File: src/rtl/rgbm_pkg.sv
// shared types, constants and helpers for the rgb color morphology block
package rgbm_pkg;

   localparam int WINDOW_RADIUS_DEF = 1;
   localparam int PIXEL_W           = 24;
   localparam int CHAN_W            = 8;
   localparam int RANK_W            = 10;
   localparam int MODE_W            = 2;
   localparam int CSR_INDEX_W       = 2;

   // operation modes, bit 1 alone selects gradient
   localparam logic [MODE_W-1:0] MODE_ERODE    = 2'd0;
   localparam logic [MODE_W-1:0] MODE_DILATE   = 2'd1;
   localparam logic [MODE_W-1:0] MODE_GRADIENT = 2'd2;
   localparam int                MODE_GRADIENT_BIT = 1;

   // register indexes
   localparam logic [CSR_INDEX_W-1:0] CSR_OPERATION_MODE = 2'd0;
   localparam logic [CSR_INDEX_W-1:0] CSR_STRUCTURE_MASK = 2'd1;

   localparam logic [MODE_W-1:0] MODE_RESET = MODE_DILATE;

   function automatic int win_taps(input int radius);
      return (2 * radius + 1) * (2 * radius + 1);
   endfunction

   function automatic int csr_data_w(input int taps);
      return (taps > MODE_W) ? taps : MODE_W;
   endfunction

   // one candidate of the rank tree
   typedef struct packed {
      logic               valid;
      logic [RANK_W-1:0]  rank;
      logic [PIXEL_W-1:0] pixel;
   } node_type;

   function automatic logic [CHAN_W-1:0] chan_of(input logic [PIXEL_W-1:0] px, input int idx);
      return px[idx*CHAN_W +: CHAN_W];
   endfunction

   function automatic logic [RANK_W-1:0] rank_of(input logic [PIXEL_W-1:0] px);
      return RANK_W'(px[23:16]) + RANK_W'(px[15:8]) + RANK_W'(px[7:0]);
   endfunction

endpackage

File: src/rtl/rgb_color_morphology.sv
// top level: 3x3 color dilation, erosion and gradient on one window per transaction
// pipeline: an accepted window passes through two registers before its result shows on rsp
//   (window register, then result register)
// throughput: one window per clock; the rank trees and gradient subtract are
//   combinational between the two registers, a stall on rsp backs up into req_tready
// reset: synchronous active high, clears both valid flags, operation_mode to dilation
//   and structure_mask to all taps enabled
module rgb_color_morphology #(
   parameter int WINDOW_RADIUS = rgbm_pkg::WINDOW_RADIUS_DEF
) (
   input  logic clock,
   input  logic reset,
   // window in: pixel_up_left, pixel_up, pixel_up_right, pixel_left, pixel_center,
   // pixel_right, pixel_down_left, pixel_down, pixel_down_right (24 bits each)
   input  logic                                                        req_tvalid,
   output logic                                                        req_tready,
   input  logic [rgbm_pkg::win_taps(WINDOW_RADIUS)*rgbm_pkg::PIXEL_W-1:0] req_tdata,
   // result out: out_red, out_green, out_blue (8 bits each)
   output logic                                                        rsp_tvalid,
   input  logic                                                        rsp_tready,
   output logic [3*rgbm_pkg::CHAN_W-1:0]                               rsp_tdata,
   // register writes: index 0 operation_mode, index 1 structure_mask
   input  logic                                                        csr_valid,
   output logic                                                        csr_ready,
   input  logic [rgbm_pkg::CSR_INDEX_W-1:0]                            csr_index,
   input  logic [rgbm_pkg::csr_data_w(rgbm_pkg::win_taps(WINDOW_RADIUS))-1:0] csr_data
);
   import rgbm_pkg::*;

   localparam int TAPS = win_taps(WINDOW_RADIUS);

   logic [MODE_W-1:0] mode;
   logic [TAPS-1:0]   mask;

   // configuration registers
   rgbm_csr #(.TAPS(TAPS)) u_csr (
      .clock     (clock),
      .reset     (reset),
      .csr_valid (csr_valid),
      .csr_ready (csr_ready),
      .csr_index (csr_index),
      .csr_data  (csr_data),
      .mode      (mode),
      .mask      (mask)
   );

   // window register
   logic                      win_valid_ff, win_valid_in;
   logic [TAPS*PIXEL_W-1:0]   win_data_ff, win_data_in;
   // result register
   logic                      rsp_valid_ff, rsp_valid_in;
   logic [3*CHAN_W-1:0]       rsp_data_ff, rsp_data_in;

   logic rsp_open;   // result register can take a value this cycle
   logic win_move;   // window register hands its transaction to the result register
   logic req_take;   // a new window transaction is accepted

   assign rsp_open   = !rsp_valid_ff || rsp_tready;
   assign win_move   = win_valid_ff && rsp_open;
   assign req_tready = !win_valid_ff || win_move;
   assign req_take   = req_tvalid && req_tready;

   // dilation and erosion trees run side by side
   node_type dil, ero;

   rgbm_rank_select #(.TAPS(TAPS)) u_dilate (
      .pixels   (win_data_ff),
      .enable   (mask),
      .want_max (1'b1),
      .best     (dil)
   );

   rgbm_rank_select #(.TAPS(TAPS)) u_erode (
      .pixels   (win_data_ff),
      .enable   (mask),
      .want_max (1'b0),
      .best     (ero)
   );

   // no enabled tap reads as black
   logic [PIXEL_W-1:0] dil_px, ero_px, sel_px;
   logic [3*CHAN_W-1:0] result;

   assign dil_px = dil.valid ? dil.pixel : '0;
   assign ero_px = ero.valid ? ero.pixel : '0;

   always_comb begin
      logic [CHAN_W-1:0] d_c, e_c;
      d_c    = '0;
      e_c    = '0;
      sel_px = (mode == MODE_DILATE) ? dil_px : ero_px;
      result = '0;
      if (mode[MODE_GRADIENT_BIT]) begin
         // per channel dilation minus erosion, clamped at zero; channel 2 is red
         for (int c = 0; c < 3; c++) begin
            d_c = chan_of(dil_px, 2 - c);
            e_c = chan_of(ero_px, 2 - c);
            result[c*CHAN_W +: CHAN_W] = (d_c > e_c) ? (d_c - e_c) : '0;
         end
      end else begin
         for (int c = 0; c < 3; c++) begin
            result[c*CHAN_W +: CHAN_W] = chan_of(sel_px, 2 - c);
         end
      end
   end

   always_comb begin
      win_valid_in = win_valid_ff;
      win_data_in  = win_data_ff;
      if (req_take) begin
         win_valid_in = 1'b1;
         win_data_in  = req_tdata;
      end else if (win_move) begin
         win_valid_in = 1'b0;
      end

      rsp_valid_in = rsp_valid_ff;
      rsp_data_in  = rsp_data_ff;
      if (win_move) begin
         rsp_valid_in = 1'b1;
         rsp_data_in  = result;
      end else if (rsp_tready) begin
         rsp_valid_in = 1'b0;
      end
   end

   always_ff @(posedge clock) begin
      if (reset) begin
         win_valid_ff <= 1'b0;
         rsp_valid_ff <= 1'b0;
      end else begin
         win_valid_ff <= win_valid_in;
         rsp_valid_ff <= rsp_valid_in;
      end
   end

   // payload needs no reset
   always_ff @(posedge clock) begin
      win_data_ff <= win_data_in;
      rsp_data_ff <= rsp_data_in;
   end

   assign rsp_tvalid = rsp_valid_ff;
   assign rsp_tdata  = rsp_data_ff;

   // a held window with a blocked result register must stall the input side
   a_stall_backs_up: assert property (@(posedge clock) disable iff (reset)
      win_valid_ff && !rsp_open |-> !req_tready)
      else $error("window accepted while result register blocked");

   // a transaction leaving the window register shows up on rsp next cycle
   a_move_to_rsp: assert property (@(posedge clock) disable iff (reset)
      win_move |=> rsp_tvalid)
      else $error("window transaction lost before result register");

   // both trees see the same taps, and the maximum never ranks below the minimum
   a_tree_order: assert property (@(posedge clock) disable iff (reset)
      win_valid_ff |-> (dil.valid == ero.valid) && (!dil.valid || dil.rank >= ero.rank))
      else $error("dilation and erosion trees disagree");

   // an empty structuring mask always gives black
   a_empty_mask_black: assert property (@(posedge clock) disable iff (reset)
      win_move && (mask == '0) |=> rsp_tdata == '0)
      else $error("empty mask did not give black");

endmodule

File: src/rtl/rgbm_csr.sv
// configuration registers: operation mode and structuring mask
module rgbm_csr #(
   parameter int TAPS = rgbm_pkg::win_taps(rgbm_pkg::WINDOW_RADIUS_DEF)
) (
   input  logic                                     clock,
   input  logic                                     reset,
   input  logic                                     csr_valid,
   output logic                                     csr_ready,
   input  logic [rgbm_pkg::CSR_INDEX_W-1:0]         csr_index,
   input  logic [rgbm_pkg::csr_data_w(TAPS)-1:0]    csr_data,
   output logic [rgbm_pkg::MODE_W-1:0]              mode,
   output logic [TAPS-1:0]                          mask
);
   import rgbm_pkg::*;

   logic [MODE_W-1:0] mode_ff, mode_in;
   logic [TAPS-1:0]   mask_ff, mask_in;
   logic              write;

   assign csr_ready = 1'b1;
   assign write     = csr_valid && csr_ready;

   always_comb begin
      mode_in = mode_ff;
      mask_in = mask_ff;
      if (write) begin
         if (csr_index == CSR_OPERATION_MODE) begin
            mode_in = csr_data[MODE_W-1:0];
         end
         if (csr_index == CSR_STRUCTURE_MASK) begin
            mask_in = csr_data[TAPS-1:0];
         end
      end
   end

   always_ff @(posedge clock) begin
      if (reset) begin
         mode_ff <= MODE_RESET;
         mask_ff <= '1;
      end else begin
         mode_ff <= mode_in;
         mask_ff <= mask_in;
      end
   end

   assign mode = mode_ff;
   assign mask = mask_ff;

endmodule

File: src/rtl/rgbm_rank_select.sv
// compare tree picking the enabled tap with the largest or smallest rgb sum
module rgbm_rank_select #(
   parameter int TAPS = rgbm_pkg::win_taps(rgbm_pkg::WINDOW_RADIUS_DEF)
) (
   input  logic [TAPS*rgbm_pkg::PIXEL_W-1:0] pixels,
   input  logic [TAPS-1:0]                   enable,
   input  logic                              want_max,
   output rgbm_pkg::node_type                best
);
   import rgbm_pkg::*;

   localparam int LEVELS = (TAPS > 1) ? $clog2(TAPS) : 1;
   localparam int LEAVES = 2 ** LEVELS;
   localparam int NODES  = 2 * LEAVES - 1;

   node_type tree [NODES];

   // left child is always the earlier tap, so it keeps ties
   function automatic node_type combine(input node_type l, input node_type r, input logic hi);
      logic take_r;
      take_r = r.valid && (!l.valid || (hi ? (r.rank > l.rank) : (r.rank < l.rank)));
      return take_r ? r : l;
   endfunction

   for (genvar k = 0; k < LEAVES; k++) begin : g_leaf
      if (k < TAPS) begin : g_tap
         assign tree[LEAVES-1+k] = '{
            valid: enable[k],
            rank:  rank_of(pixels[k*PIXEL_W +: PIXEL_W]),
            pixel: pixels[k*PIXEL_W +: PIXEL_W]
         };
      end else begin : g_pad
         assign tree[LEAVES-1+k] = '{valid: 1'b0, rank: '0, pixel: '0};
      end
   end

   for (genvar i = 0; i < LEAVES - 1; i++) begin : g_node
      assign tree[i] = combine(tree[2*i+1], tree[2*i+2], want_max);
   end

   assign best = tree[0];

endmodule
File: config.mk
export PLATFORM = sky130hd
export DESIGN_NAME = rgb_color_morphology
export DESIGN_NICKNAME = d
export VERILOG_FILES = /design/src/rtl/rgbm_pkg.sv /design/src/rtl/rgb_color_morphology.sv /design/src/rtl/rgbm_csr.sv /design/src/rtl/rgbm_rank_select.sv
export SDC_FILE = /design/constraint.sdc
export NUM_CORES = 1
export LEC_CHECK = 0
export ABC_CLOCK_PERIOD_IN_PS = 14600
export BUFFER_PORTS_ARGS = -buffer_cell sky130_fd_sc_hd__buf_4
export CORE_ASPECT_RATIO = 1.1
export CORE_MARGIN = 3
export CORE_UTILIZATION = 25
export CTS_CLUSTER_SIZE = 14
export DETAILED_ROUTE_END_ITERATION = 8
export PLACE_DENSITY_LB_ADDON = 0.15
export SYNTH_ARGS = -nofsm -noshare
export SYNTH_HDL_FRONTEND = slang
export SYNTH_SLANG_ARGS = --single-unit
File: constraint.sdc
create_clock -name clock -period 14.6 [get_ports clock]
set_input_delay 2.92 -clock clock [delete_from_list [all_inputs] [get_ports clock]]
set_output_delay 2.92 -clock clock [all_outputs]
set_load 0.005 [all_outputs]
After elaboration in Yosys (flattened, before gate mapping)
Cells that the tools add are included.
Widths: inputs -> output; s select.

storage, ports and cells
  flip-flop bits (word level) = 253
  output and inout port bits = 27
  logic and storage cells = 130

cells by class
  add/subtract/negate cells = 21
  $lt $le $gt $ge = 19
  equality and inequality tests = 2
  mux-type cells = 27
  reductions and logical operators = 55

operator list
  kind                count
  $mux 35             16
  $mux 24             4
  $add 10x8->10       9
  $add 8x8->9         9
  $gt 10x10->1        8
  $lt 10x10->1        8
  $gt 8x8->1          3
  $mux 8              3
  $sub 8x8->8         3
  $logic_and 1x1->1   18
  $logic_or 1x1->1    18
  $logic_not 1->1     14
  $eq 2x1->1 const B  2
  $mux 1              4
  $reduce_and 2->1    2
  $reduce_bool 2->1   2
  $logic_not 2->1     1

Logic depth before layout (Yosys ltp)
Gate-level depths: netlist (run 1).

  depth in word-level cells = 22
  depth in mapped cells = 72
  depth with buffers taken out = 63

Cells and area by module
A second synthesis (run 1) with hierarchy kept.

second synthesis, totals
  cell total of the unflattened synthesis = 2899
  area total of the unflattened synthesis = 28010.6 µm²

by module, submodules not included
  module                       times used  cells an instance  area an instance (µm²)  sequential area each (µm²)
  rgbm_rank_select (u_dilate)  1           1209               9425.3                  0.0
  rgb_color_morphology         1           545                9250.1                  7247.0
  rgbm_rank_select (u_erode)   1           1095               8872.3                  0.0
  rgbm_csr                     1           50                 462.9                   220.2

Worst setup path after synthesis (run 1)
Ideal clock, no wire load.

  kind = register -> register
  start point = register win_data_ff[80]
  end point = register rsp_data_ff[8], in the netlist rsp_tdata[8], data pin
  data arrival time = 14.096 ns
  data required time = 14.325 ns
  slack = 0.229 ns
  stages on the path, launching flop included = 71
  period minus slack after synthesis = 14.371 ns
  path through = edfxtp_1 ha_1 inv_1 fa_1 inv_1 ha_1 a21o_1 a21oi_1 o21ai_0 a21oi_1 o21bai_1 a21oi_1 nor2b_1 o21ai_0 inv_1 ha_1 nand4_1 a211oi_2 [... 35 more ...] o211ai_1 a2111oi_0 o211a_1 nor3_1 buf_2 buf_2 o21ai_0 ha_1 inv_1 fa_1 a21o_1 a21o_1 a21o_1 a21oi_1 nor2b_1 o21a_1 o221ai_1 o22ai_1

between the ends
  longest elaborated chain between the ends = 22
  elaborated cells between the ends (all ways) = 45

RTL lines
  item                                          line                                                    source
  start: declaration                            rgb_color_morphology.sv:49                              logic [TAPS*PIXEL_W-1:0] win_data_ff, win_data_in;
  start signal: assignment                      rgb_color_morphology.sv:139                             win_data_ff <= win_data_in;
  $add 8x8->9                                   rgbm_pkg.sv:43                                          return RANK_W'(px[23:16]) + RANK_W'(px[15:8]) + RANK_W'(px[7:0]);
  $add 10x8->10                                 rgbm_pkg.sv:43
  $gt 10x10->1 or $lt 10x10->1 (tied branches)  --
  $logic_or 1x1->1                              rgbm_rank_select.sv:21                                  take_r = r.valid && (!l.valid || (hi ? (r.rank > l.rank) : (r.rank < l.rank)));
  $logic_and 1x1->1                             rgbm_rank_select.sv:21
  $mux 35                                       rgbm_rank_select.sv:22                                  return take_r ? r : l;
  $gt 10x10->1 or $lt 10x10->1 (tied branches)  rgbm_rank_select.sv:21
  $logic_or 1x1->1                              rgbm_rank_select.sv:21
  [... 7 more ...]                              --
  $logic_or 1x1->1                              rgbm_rank_select.sv:21
  $logic_and 1x1->1                             rgbm_rank_select.sv:21
  $mux 35                                       rgbm_rank_select.sv:22
  $mux 24, on equally long branches             rgb_color_morphology.sv:84, rgb_color_morphology.sv:85
  $sub 8x8->8 or $gt 8x8->1 (tied branches)     rgb_color_morphology.sv:98                              result[c*CHAN_W +: CHAN_W] = (d_c > e_c) ? (d_c - e_c) : '0;
  $mux 8                                        rgb_color_morphology.sv:98
  $mux 24 (*)                                   rgb_color_morphology.sv:93                              if (mode[MODE_GRADIENT_BIT]) begin
  named net result[8]                           rgb_color_morphology.sv:82                              logic [3*CHAN_W-1:0] result;
  end signal: assignment                        rgb_color_morphology.sv:140                             rsp_data_ff <= rsp_data_in;
  end: declaration                              rgb_color_morphology.sv:52                              logic [3*CHAN_W-1:0] rsp_data_ff, rsp_data_in;

The timed path passes the listed nets; every way through them passes the cells marked *.
A chain may end at the register's enable or synchronous reset.

Worst setup path after layout (run 1)
  start point = register win_data_ff[88]
  end point = register rsp_data_ff[8], in the netlist rsp_tdata[8], data pin

between the ends
  longest elaborated chain between the ends = 22
  elaborated cells between the ends (all ways) = 45

RTL lines
  item                                          line
  $add 8x8->9 (*)                               rgbm_pkg.sv:43
  $add 10x8->10 (*)                             rgbm_pkg.sv:43
  $gt 10x10->1 or $lt 10x10->1 (tied branches)  --
  $logic_or 1x1->1                              rgbm_rank_select.sv:21
  $logic_and 1x1->1                             rgbm_rank_select.sv:21
  $mux 35                                       rgbm_rank_select.sv:22
  $gt 10x10->1 or $lt 10x10->1 (tied branches)  rgbm_rank_select.sv:21
  $logic_or 1x1->1                              rgbm_rank_select.sv:21
  [... 7 more ...]                              --
  $logic_or 1x1->1                              rgbm_rank_select.sv:21
  $logic_and 1x1->1                             rgbm_rank_select.sv:21
  $mux 35                                       rgbm_rank_select.sv:22
  $mux 24, on equally long branches             rgb_color_morphology.sv:84, rgb_color_morphology.sv:85
  $sub 8x8->8 or $gt 8x8->1 (tied branches)     rgb_color_morphology.sv:98
  $mux 8                                        rgb_color_morphology.sv:98
  $mux 24 (*)                                   rgb_color_morphology.sv:93
  named net result[8]                           rgb_color_morphology.sv:82

Marks and branches as above.

==> flow_metrics.py, run 1 <==
metrics = {
    "floorplanning": {
        "initial_core_util_pct": 25.2,
        "dieArea_um2": 95700,
        "fp.dieH_um": 324,
        "dieWidth_um": 295,
        "core.rowCount": 116,
        "ios": 259,
        "core-area_um2": 91100,
    },
    "logic_synthesis": {
        "netlist_instances": 2385,
        "ys_warn_count": 0,
        "muxShareOfSynthArea_pct": 10.9,
        "ys_seq_elements": 253,
        "synth_top_cell_area_share_pct": 31.3,
        "synth.most_common_cell": "ha_1",
        "synthTopCellsByArea": "edfxtp_1, ha_1, mux2i_1",
        "synth_xor_area_share_pct": 4.65,
        "yosys.area_share.simple_pct": 9.48,
        "synth_edf_count": 240,
        "synthAdderAreaFrac_pct": 17.4,
        "synth_commonest_cells": "ha_1, edfxtp_1, inv_1, a21oi_1, mux2i_1",
        "postSynthAreaPerCell_um2": 9.64,
        "synth_top_family_by_area": "compound AO/OA/AOI/OAI gates",
        "ys.flop_type": "edfxtp_1",
        "syn-num-nets": 2924,
        "synth_compound_area_share_pct": 20.2,
        "yosysUniqueCellTypes": 75,
        "synthArstFlopShare_pct": 0,
        "synth_seq_area_share_pct": 32.5,
        "syn-cell-area_um2": 23000,
        "synth_top_area_cell": "edfxtp_1",
    },
    "clock_network": {
        "htreeDepth": 1,
        "cts.sinks": 253,
        "clk_pin_slew_worst_paths_ns": 0.06,
        "clkLatencyLatePin_ns": 0.60,
        "ctsRootBufferMaster": "clkbuf_16",
        "cts_tree": "built",
        "ctsHoldBuffers": 0,
        "cts_made_buffers": 31,
        "cts_buffer_depth": 3,
    },
    "routing": {
        "met3_wirelength_um": 4130,
        "vias": 19000,
        "drt_iter0_drc": 1254,
        "top_layer": "met4",
        "avgRoutedWirePerCell_um": 25.1,
        "drc_errors": 0,
        "met1_length_um": 42400,
        "ant_nets": 0,
        "viasPerCell": 4.97,
        "met2_length_um": 44800,
        "firstDrtPassIters": 5,
        "totalWireLength_um": 95900,
    },
    "timing": {
        "setup_tns_ns": 0,
        "fin_crit_ns": 13.54,
        "rsz0062_at_grt": "no",
        "tightest_slew_ns": 0.991,
        "relSlewSlack_pct": 33.5,
        "hold_violations": 0,
        "timing.final.crit_share_pct": 92.7,
        "skew_ns": 0.0219,
        "max_freq_mhz": 73.9,
        "drv_slew": 0,
        "setup_viol_count_final": 0,
    },
    "global_routing": {
        "antenna_found_initial": 1,
        "grt_start_max_net_pins": 81,
        "grt_overflow_total": 0,
        "grt_use_total_pct": 19.5,
        "grt_pass1_wl_um": 134000,
        "grt_pass1_vias": 19300,
    },
    "cells_and_area": {
        "seq_area_um2": 7470,
        "layout.nets": 3162,
        "layout-drive-gt1-share_pct": 16.5,
        "multiInputGateArea_um2": 14600,
        "diodes": 0,
        "finalInstanceArea_um2": 27600,
        "area_growth_pct": 19.8,
        "fill_cells": 9485,
    },
    "placement": {
        "place_area_um2": 26400,
        "gp_congestion": 0.982,
        "io_buffers": 257,
        "hpwl_um": 81800,
    },
    "worst_setup_path": {
        "cp.required_ns": 14.91,
        "cp_slowest_stage_delay_ns": 0.53,
        "cp_top_family": "compound AO/OA/AOI/OAI gates",
        "crit_top_cell": "ha_1",
        "critPathLaunchType": "flip-flop",
        "crit_type": "flip-flop to flip-flop",
        "worst-path-buf-inv": 8,
        "setup.worst_path.end_class": "flip-flop",
        "crit_fanout": 21,
        "slowest_stage": "fa_1",
        "cp.arrival_ns": 13.85,
    },
    "hold_path": {
        "hp-class": "flip-flop to flip-flop",
    },
    "outcome": {
        "status": "complete, no violations",
    },
    "run": {
        "drv_cap": 0,
    },
}
-- stage by stage --
stage / hold WS, ns / util, % / worst slack (ns) / std cells
floorplan: 0.478 / - / 0.229 / 2385
CTS: 0.503 / 30.1 / 0.459 / 3821
global route: 0.567 / 30.2 / 0.0118 / 3827
detailed placement: 0.510 / 29.0 / 0.484 / 3764
global placement: 0.490 / 29.0 / 0.677 / 3764
finish: 0.497 / 30.2 / 1.06 / 3827
-- cell usage in the layout, fill, tap and decap left out, types with 19 or more instances in the layout --
master	n
nand3_1	20
ha_1	286
xnor2_1	87
xor2_1	35
a21o_1	75
o21ai_0	101
buf_4	296
a21oi_1	191
fa_1	21
nor3_1	19
o21bai_1	37
a211oi_1	101
edfxtp_1	240
nor2b_1	72
inv_1	203
mux2i_1	185
nor2_1	124
mux2_2	54
nand2_1	139
o21a_1	24
clkbuf_16	31
nand4_1	23
o211ai_1	56
-- repair_timing --
action                     4_1_cts  5_1_grt
setup buffers                    0        5
resized for setup                0       16
setup endpoints to repair        0       24
-- flip-flops by register name, summed over array words and instances, names as in the netlist --
name / flops
u_csr.mask: 9
rsp_tvalid: 1
win_valid_ff: 1
u_csr.mode: 2
win_data_ff: 216
rsp_tdata: 24
-- path summary, 6_finish.rpt --
check | start | to | slack [ns] | cells after the start
max | win_data_ff[88] | rsp_tdata[8] | 1.06 | 62
min | win_valid_ff | rsp_tvalid | 0.50 | 2
max reg2reg | win_data_ff[88] | rsp_tdata[8] | 1.06 | 62
min reg2reg | win_valid_ff | rsp_tvalid | 0.50 | 2
-- worst min-delay path: stages, from the launching register on --
cell and delay, ns:
dfxtp_1 0.32, nor2_1 0.10, nor2_1 0.04
-- metal layers --
| layer | track usage, % | vias to the layer above |
|---|---|---|
| met5 | 0 | - |
| met4 | 8.42 | 0 |
| met3 | 2.41 | 103 |
| met2 | 32.9 | 426 |
| met1 | 25.1 | 9185 |
| li1 | - | 9288 |
-- area by class of cell --
type,instances,share of cell area (%)
inverter,206,2.81
sequential,253,27.1
clock inverter,20,0.958
timing repair buffer,297,8.10
clock buffer,37,2.90
tap,1180,5.36
multi-input combinational,1834,52.8
-- cells by family (layout without fill, tap and decap cells) --
family	after synthesis	count (layout)
AO/OA/AOI/OAI	702	703
XOR/XNOR	122	122
flip-flops	253	253
AND/OR/NAND/NOR	458	458
adder cells (fa/ha/maj)	307	307
buffers and inverters	299	560
multiplexers	243	243
other	1	1
Power of run 1 is left out: the tool's default activity adds up to more than one toggle a clock period on the data nets, which glitch-free logic cannot reach.
==> run 2, diff against run 1 <==
Settings changed: SYNTH_HIERARCHICAL from default to 1.
==> flow_metrics.py, run 2 <==
metrics = {
    "cells_and_area": {
        "final_cell_mix": "buf_4, inv_1, ha_1",
        "fin_cells": 4595,
        "largest_reg_flops": 216,
        "layout-drive-gt1-share_pct": 18.5,
        "regMostFlops": "win_data_ff",
        "layout.nets": 3845,
        "fill_cells": 11600,
        "area_growth_pct": 19.6,
        "final_common_cell": "buf_4",
        "seq_area_um2": 7470,
        "finalInstanceArea_um2": 33000,
        "multiInputGateArea_um2": 18600,
    },
    "worst_setup_path": {
        "crit_type": "flip-flop to flip-flop",
        "slowest_stage": "or3_2",
        "crit_fanout": 24,
        "cp_slowest_stage_delay_ns": 0.74,
        "cp.required_ns": 14.98,
        "cp.arrival_ns": 14.08,
        "critPathLaunchType": "flip-flop",
        "setup.worst_path.end_class": "flip-flop",
    },
    "routing": {
        "firstDrtPassIters": 9,
        "drt_iter0_drc": 1970,
        "ant_nets": 0,
        "vias": 23400,
        "drc_errors": 0,
        "viasPerCell": 5.10,
        "avgRoutedWirePerCell_um": 26.6,
        "totalWireLength_um": 122000,
    },
    "floorplanning": {
        "ios": 259,
        "dieArea_um2": 114000,
        "initial_core_util_pct": 25.2,
        "dieWidth_um": 323,
        "fp.dieH_um": 354,
        "core-area_um2": 109000,
        "core.rowCount": 127,
    },
    "run": {
        "drv_cap": 0,
    },
    "logic_synthesis": {
        "syn-cell-area_um2": 27600,
        "postSynthAreaPerCell_um2": 9.71,
        "ys_warn_count": 6,
        "netlist_instances": 2842,
    },
    "timing": {
        "hold_violations": 0,
        "drv_slew": 0,
        "relSlewSlack_pct": 18.7,
        "max_freq_mhz": 73.0,
        "rsz0062_at_grt": "no",
        "skew_ns": 0.0463,
        "fin_crit_ns": 13.70,
        "timing.final.crit_share_pct": 93.9,
        "setup_viol_count_final": 0,
        "tightest_slew_ns": 1.22,
        "setup_tns_ns": 0,
    },
    "global_routing": {
        "antenna_found_initial": 2,
        "grt_pass1_wl_um": 172000,
        "grt_start_max_net_pins": 75,
        "grt_overflow_total": 0,
        "grt_pass1_vias": 23600,
        "grt_use_total_pct": 21.1,
    },
    "placement": {
        "io_buffers": 257,
        "hpwl_um": 104000,
        "place_area_um2": 31800,
        "dp.cells": 4531,
        "gp_congestion": 0.947,
    },
    "clock_network": {
        "post_cts_buffers": 0,
        "htreeDepth": 2,
        "clk_pin_slew_worst_paths_ns": 0.06,
        "ctsHoldBuffers": 0,
        "cts.sinks": 253,
        "cts-resized-gates": 0,
        "cts_buffer_depth": 3,
        "ctsRootBufferMaster": "clkbuf_16",
        "clkLatencyLatePin_ns": 0.60,
        "cts_tree": "built",
        "cts_made_buffers": 35,
    },
    "outcome": {
        "status": "complete, no violations",
    },
    "hold_path": {
        "hp-class": "flip-flop to flip-flop",
    },
}
==> run 2: cell count changes in the layout (fill, tap and decap cells not counted), moves of 36 or more <==
cell      delta
a222oi_1    +48
inv_1      +107
nor2b_1     -36
mux2i_1     -92
fa_1       +144
nor2_1      +46
o21ai_0     +54
buf_4       +73
a211oi_1    -85
==> run 2: area by class of cell <==
type                       count  area share [%]
clock inverter                23           0.815
inverter                     311            3.54
sequential                   253            22.6
timing repair buffer         372            8.55
tap                         1419            5.38
antenna                        1         0.00758
clock buffer                  40            2.77
multi-input combinational   2176            56.3
==> run 2: worst max-delay path: cells and delay by family (launching register included) <==
| family | cells | cell delay [ns] |
|---|---|---|
| DFF | 1 | 0.46 |
| xor gates and xnor gates | 1 | 0.21 |
| muxes | 2 | 0.55 |
| and+or+nand+nor | 14 | 2.80 |
| adders and majority gates | 9 | 3.01 |
| buffers and inverters | 10 | 1.60 |
| AOI/OAI and AO/OA | 27 | 4.86 |
==> run 2: stage by stage <==
step	util, %	hold slack [ns]	setup slack [ns]
4_1_cts	30.2	0.526	0.712
5_1_grt	30.2	0.557	0.00177
3_5_place_dp	29.1	0.523	0.759
6_report	30.2	0.514	0.896
2_1_floorplan	-	0.447	1.82
3_3_place_gp	29.1	0.529	0.740
==> run 2: worst paths after layout <==
check | startpoint | endpoint | slack, ns | cells past startpoint
hold / removal | win_valid_ff | rsp_tvalid | 0.51 | 2
hold reg to reg | win_valid_ff | rsp_tvalid | 0.51 | 2
setup / recovery | win_data_ff[49] | rsp_tdata[22] | 0.90 | 63
setup reg to reg | win_data_ff[49] | rsp_tdata[22] | 0.90 | 63
==> run 2: metal layers <==
metal	vias up	global-route usage (%)	wire length [um]
met5	-	0	0
met4	0	8.46	5520
met3	150	4.15	7840
met2	783	35.0	57300
met1	11500	26.8	51700
li1	11000	-	-
Power of run 2 is left out for the same reason.
